### src/sv/dsf_pkg.sv
// shared constants, types and port structs of the damped string step block
// no dependencies; used by dsf_string_mem, dsf_mac and damped_string_fdtd_step
package dsf_pkg;

  localparam int NODES  = 101;
  localparam int NODE_W = $clog2(NODES);

  localparam int DATA_W      = 32;
  localparam int COEF_W      = 32;
  localparam int PROD_W      = DATA_W + COEF_W;
  localparam int ACC_W       = PROD_W + 3;
  localparam int ROUND_SHIFT = 30;
  localparam int SHIFTED_W   = ACC_W - ROUND_SHIFT;

  // 0.9 in q2.30
  localparam logic signed [COEF_W-1:0] FRET_GAIN_Q30 = 32'sd966367642;

  typedef logic [1:0] bank_t;
  localparam bank_t BANK_A = 2'd0;
  localparam bank_t BANK_B = 2'd1;
  localparam bank_t BANK_C = 2'd2;

  // one term entering the multiply-accumulate unit
  typedef struct packed {
    logic              valid;
    logic              first;
    logic              last;
    logic [NODE_W-1:0] addr;
  } mac_tag_t;

  // finished node from the multiply-accumulate unit
  typedef struct packed {
    logic              en;
    logic [NODE_W-1:0] addr;
    logic [DATA_W-1:0] data;
  } mac_wr_t;

  // string memory write port; clr writes all three banks
  typedef struct packed {
    logic              en;
    logic              clr;
    bank_t             bank;
    logic [NODE_W-1:0] addr;
    logic [DATA_W-1:0] data;
  } mem_wr_t;

endpackage

### src/sv/dsf_mac.sv
// shared multiply-accumulate unit: product, exact sum, round half up and saturate
// depends on dsf_pkg
module dsf_mac (
  input  logic                               clk_i,
  input  logic                               rst_ni,
  input  dsf_pkg::mac_tag_t                  tag_i,
  input  logic signed [dsf_pkg::DATA_W-1:0]  a_i,
  input  logic signed [dsf_pkg::COEF_W-1:0]  b_i,
  output dsf_pkg::mac_wr_t                   wr_o,
  output logic                               busy_o
);

  localparam logic signed [dsf_pkg::ACC_W-1:0] HALF =
    dsf_pkg::ACC_W'(1) <<< (dsf_pkg::ROUND_SHIFT - 1);

  dsf_pkg::mac_tag_t                  tag_a_q, tag_b_q;
  logic signed [dsf_pkg::PROD_W-1:0]  prod_q;
  logic signed [dsf_pkg::ACC_W-1:0]   acc_q, acc_base, prod_ext, acc_d;
  logic signed [dsf_pkg::ACC_W-1:0]   rnd;
  logic [dsf_pkg::SHIFTED_W-1:0]      shifted;
  logic [dsf_pkg::SHIFTED_W-dsf_pkg::DATA_W:0] top_bits;
  logic [dsf_pkg::DATA_W-1:0]         sat_val;
  dsf_pkg::mac_wr_t                   wr_q;

  always_comb begin
    acc_base = tag_a_q.first ? '0 : acc_q;
    prod_ext = dsf_pkg::ACC_W'(prod_q);
    acc_d    = acc_base + prod_ext;
    rnd      = acc_q + HALF;
    shifted  = rnd[dsf_pkg::ACC_W-1:dsf_pkg::ROUND_SHIFT];
    top_bits = shifted[dsf_pkg::SHIFTED_W-1:dsf_pkg::DATA_W-1];
    if ((&top_bits) || !(|top_bits)) begin
      sat_val = shifted[dsf_pkg::DATA_W-1:0];
    end else if (top_bits[dsf_pkg::SHIFTED_W-dsf_pkg::DATA_W]) begin
      sat_val = {1'b1, {(dsf_pkg::DATA_W-1){1'b0}}};
    end else begin
      sat_val = {1'b0, {(dsf_pkg::DATA_W-1){1'b1}}};
    end
  end

  always_ff @(posedge clk_i or negedge rst_ni) begin
    if (!rst_ni) begin
      tag_a_q <= '0;
      tag_b_q <= '0;
      wr_q    <= '0;
    end else begin
      tag_a_q <= tag_i;
      tag_b_q <= tag_a_q;
      wr_q.en <= tag_b_q.valid && tag_b_q.last;
      if (tag_b_q.valid && tag_b_q.last) begin
        wr_q.addr <= tag_b_q.addr;
        wr_q.data <= sat_val;
      end
    end
  end

  always_ff @(posedge clk_i) begin
    if (tag_i.valid) begin
      prod_q <= a_i * b_i;
    end
    if (tag_a_q.valid) begin
      acc_q <= acc_d;
    end
  end

  assign wr_o   = wr_q;
  assign busy_o = tag_a_q.valid || tag_b_q.valid || wr_q.en;

endmodule
### config.mk
export PLATFORM = sky130hd
export DESIGN_NAME = dsf_mac
export DESIGN_NICKNAME = d
export VERILOG_FILES = /design/src/sv/dsf_pkg.sv /design/src/sv/dsf_mac.sv
export SDC_FILE = /design/constraint.sdc
export NUM_CORES = 2
export LEC_CHECK = 0
export BUFFER_PORTS_ARGS = -buffer_cell sky130_fd_sc_hd__buf_4
export CAP_MARGIN = 20
export CORE_MARGIN = 1
export CORE_UTILIZATION = 35
export DETAILED_ROUTE_END_ITERATION = 12
export GPL_TIMING_DRIVEN = 0
export SYNTH_ARGS = -nofsm -noshare
export SYNTH_HDL_FRONTEND = slang
export SYNTH_SLANG_ARGS = --single-unit
### constraint.sdc
create_clock -name clk_i -period 9.3 [get_ports clk_i]
set_clock_uncertainty 0.05 [all_clocks]
set_input_delay 2.79 -clock clk_i [delete_from_list [all_inputs] [get_ports clk_i]]
set_output_delay 2.79 -clock clk_i [all_outputs]
set_load 0.02 [all_outputs]
After elaboration in Yosys (flattened, before gate mapping)
Index checks and enable logic that the tools add are counted.
Widths: inputs -> output; s select.
Storage, ports and cells
  bits in registers: 190
  logic and storage cells: 25
  input bits: 76
  output and inout port bits: 41
Operators by class
  reductions and logical operators: 7
  muxes and demuxes: 3
  $add $sub $neg: 2
  $mul: 1
Operator list (number)
  $add 67x31->67 const B: 1
  $add 67x64->67: 1
  $mux 67: 1
  $mul 32x32->64: 1
  $mux 32: 2
  $reduce_and 6->1: 1
  $reduce_or 6->1: 1
  $logic_or 1x1->1: 3
  $logic_and 1x1->1: 1
  $logic_not 1->1: 1

Logic depth before layout (Yosys ltp)
  depth after elaboration: 5
  gate-level depth with buffers: 29
  gate-level depth less buffers: 28

Worst setup path before layout
Ideal clock, no wire load.
  kind: input -> register
  start point: input port a_i[31] in the netlist's numbering
  end point: register prod_q[60] in the netlist's numbering (data pin)
  stages: 26
  path buffers: 2
  library setup time: 0.260 ns
  arrival: 9.920 ns
  setup slack: -0.929 ns
  required time: 8.990 ns
  cell sequence: clkbuf_1 > nand2_1 > inv_1 > fa_1 > inv_1 > fa_1 > inv_1 > fa_1 > fa_1 > inv_1 > fa_1 > inv_1 > fa_1 > fa_1 > fa_1 > ha_1 > clkbuf_1 > a21o_1 > a31oi_1 > a21boi_0 > a2bb2oi_1 > o311ai_0 > a21oi_1 > o31ai_1 > a21oi_1 > xnor2_1
On the way
  word-level cells in the longest chain between the ends: 1
Ends and longest elaborated chain
  start: declaration: line dsf_mac.sv:7  | input logic signed [dsf_pkg::DATA_W-1:0] a_i,
  $mul 32x32->64: line dsf_mac.sv:59  | prod_q <= a_i * b_i;
  end signal: assignment: line dsf_mac.sv:59
  end: declaration: line dsf_mac.sv:17  | logic signed [dsf_pkg::PROD_W-1:0] prod_q;
Every way passes these cells.
A chain may end at the register's enable or synchronous reset.

Worst setup path after layout
  start point: input port a_i[18] in the netlist's numbering
  end point: register prod_q[63] in the netlist's numbering (data pin)
The elaborated chain is that of the path after synthesis.

==> reports/metrics.yaml <==
critPathKind: "in -> reg"
syn_avg_cell_area_um2: 9.60
grt_first_pass_wirelength_um: 253000
tightest_slew_ns: 0.978
worstSetupEndpointType: "flip-flop"
cts.path.max_buffers: 2
gr-total-overflow: 0
wl_per_cell_um: 24.5
routed_via_density: 5.18
root_buffer: "clkbuf_16"
antenna_left: 0
antenna_found_initial: 15
gp_congestion: 1.01
max_cap_violations: 0
reg2regPathDepth: 16
fp.dieH_um: 369
hold_path.class: "reg -> reg"
io_buffer_count: 116
synthArstFlopShare_pct: 31.1
crit_chain: "buf_6, clkbuf_16, nand2_1, fa_1, fa_1, fa_2, fa_1, inv_1, fa_1, fa_1, fa_2, fa_2, ha_4, and3_4, o21ai_4, a2111o_1, a31oi_4, o21ai_4, a21o_1, o311a_4, o31ai_4, a21oi_2, xnor2_2"
ios: 117
synthFlopType: "edfxtp_1"
reg2reg_from: "tag_a_q[8]"
wl_um: 171000
regArea_mm2: 0.00541
initial_core_util_pct: 35.3
r2r_end: "acc_q[62]"
clock.fmax_mhz: 101
grt_usage_pct: 25.6
crit_fanout: 10
worstPathRequired_ns: 9.43
period_share_pct: 106
final_cell_mix: "fa_1 (1013), inv_1 (949), nand2_1 (587)"
synthesis.area_mm2: 0.0470
vias: 36200
htreeDepth: 4
die_w_um: 369
violations: "setup timing"
rows: 134
clkLatencyLatePin_ns: 0.46
synth_edf_count: 131
status: "finished, violations left"
startpoint_type: "input port"
finalSetupViolCount: 26
drtIter0Drc: 3478
core-area_mm2: 0.133
syn_nets: 6308
setup_slack_ns: -0.595
dp_slack_ns: -2.38
clk_pin_slew_ns: 0.08
slew_viol_final: 0
postSynthCellCount: 4898
cp_num_buf_inv: 3
cts.sinks: 190
crit_start: "a_i[18]"
cp_num_cells: 23
ys_warn_count: 0
cts_tree: "done"
synth_cell_types: 79
r2r_slack_ns: 3.51
first_global_vias: 38700
slowest_stage: "fa_2"
hold_viol: 0
final_util_pct: 41.9
path_delay_family: "adder cells"
ys_seq_area_share_pct: 11.5
period_needed_ns: 9.90
ys_ff_latch: 190
hpwl_um: 136000
crit_top_cell: "fa_1"
fillers: 12900
syn_to_final_growth_pct: 18.8
layout_commonest_cell: "fa_1"
final_nets: 6606
crit_path_max_incr_delay_ns: 0.63
cp-endpoint: "prod_q[63]"
dieArea_mm2: 0.136
cts_hold_buf: 0
maxSlewHeadroom_pct: 33.9
drc: 0
grt_start_max_net_pins: 67
multi_input_area_mm2: 0.0383
numCtsBuffers: 17
grt_setup_unrepaired: "true"
cp.arrival_ns: 10.03
drive_above_1_share_pct: 15.8
dr.pass1.iters: 5
routing by layer:
metal | wire (um) | vias up | track usage, %
li1 | - | 15400 | -
met1 | 68400 | 18400 | 33.5
met2 | 73300 | 1919 | 38.8
met3 | 21000 | 421 | 8.19
met4 | 8480 | 10 | 10.7
met5 | 67 | - | 0
flip-flops by register name (all words and copies together), names as in the netlist:
signal / flops
prod_q: 64
tag_a_q: 10
wr_o: 40
tag_b_q: 9
acc_q: 67
synth_stat cells, types with 5 or more instances:
master	number	share of area, %
nand4_1	28	0.37
nand2b_1	24	0.32
nor2_1	142	1.1
nor2_2	10	0.13
nor4_1	6	0.080
a211oi_1	9	0.14
inv_1	981	7.8
or3_1	8	0.11
a221oi_1	5	0.093
ha_1	251	6.7
edfxtp_1	131	8.4
a31oi_1	16	0.21
xor2_1	58	1.1
nor2b_1	72	0.96
mux2_2	7	0.17
dfrtp_1	59	3.1
nand3_1	47	0.50
a21oi_2	11	0.20
o31ai_1	12	0.19
o211ai_1	10	0.16
fa_1	1083	46
a211o_1	6	0.11
o21a_1	19	0.30
xnor2_1	106	2.0
o21bai_1	32	0.51
a21boi_0	8	0.13
and2_1	507	6.7
o21ai_0	75	0.80
buf_6	6	0.14
a21oi_1	169	1.8
and3_1	23	0.31
nor3_1	24	0.26
a21o_1	52	0.83
nand2_1	598	4.8
clkbuf_1	230	1.8
layout make-up:
type,instances,share of cell area [%]
clock inverter,15,0.287
clock buffer,17,0.762
inverter,981,6.65
antenna,12,0.0538
timing repair buffer,290,4.72
sequential,190,9.69
tap,1768,3.96
buffer,228,5.25
multi-input combinational,3488,68.6
timing repair:
item | in CTS | in global routing
resized for setup | 731 | 141
setup endpoints to repair | 45 | 36
cloned | 1 | 2
setup buffers | 141 | 36
pin swaps | 176 | 122
worst min-delay path by stage:
stage / start / to / slack [ns] / cells past startpoint
after floorplan: tag_a_q[0] / tag_b_q[0] / 0.28 / 0
after global placement: tag_a_q[4] / tag_b_q[4] / 0.28 / 0
after detailed placement: tag_a_q[6] / tag_b_q[6] / 0.29 / 0
after CTS: tag_a_q[6] / tag_b_q[6] / 0.31 / 0
after global routing: tag_a_q[6] / tag_b_q[6] / 0.31 / 0
final: tag_a_q[6] / tag_b_q[6] / 0.30 / 0
kinds of logic after synthesis:
family | count (synthesis) | synth area share, %
DFF | 190 | 11.5
AOI/OAI and AO/OA | 471 | 6.42
xor gates and xnor gates | 164 | 3.05
muxes | 9 | 0.239
buffers and inverters | 1220 | 9.84
and+or+nand+nor | 1510 | 16.2
adders and majority gates | 1334 | 52.8
per-stage QoR:
stage	instance area, um^2	setup TNS (ns)	std cells	hold WS (ns)
floorplan	47300	-4.16	4898	0.281
global placement	50300	-71.25	6782	0.282
detailed placement	50400	-66.26	6785	0.287
CTS	55100	-5.77	6948	0.305
global route	55800	-11.93	6980	0.308
finish	55900	-8.00	6989	0.302
worst register-to-register path, stage by stage, from the launching register on:
cell	delay, ns
dfrtp_1	0.55
clkbuf_1	0.66
clkbuf_1	0.61
nor2b_1	0.13
ha_1	0.28
inv_1	0.10
fa_1	0.21
nor2b_1	0.07
o31a_1	0.31
o211ai_1	0.27
a21oi_1	0.10
o21ai_0	0.22
nand2_1	0.24
nor4_1	0.80
o31ai_1	0.36
a21oi_1	0.32
o311ai_0	0.21
Power is not shown: default switching activity piles up to over one toggle a cycle in this logic, so the estimate is an artifact.
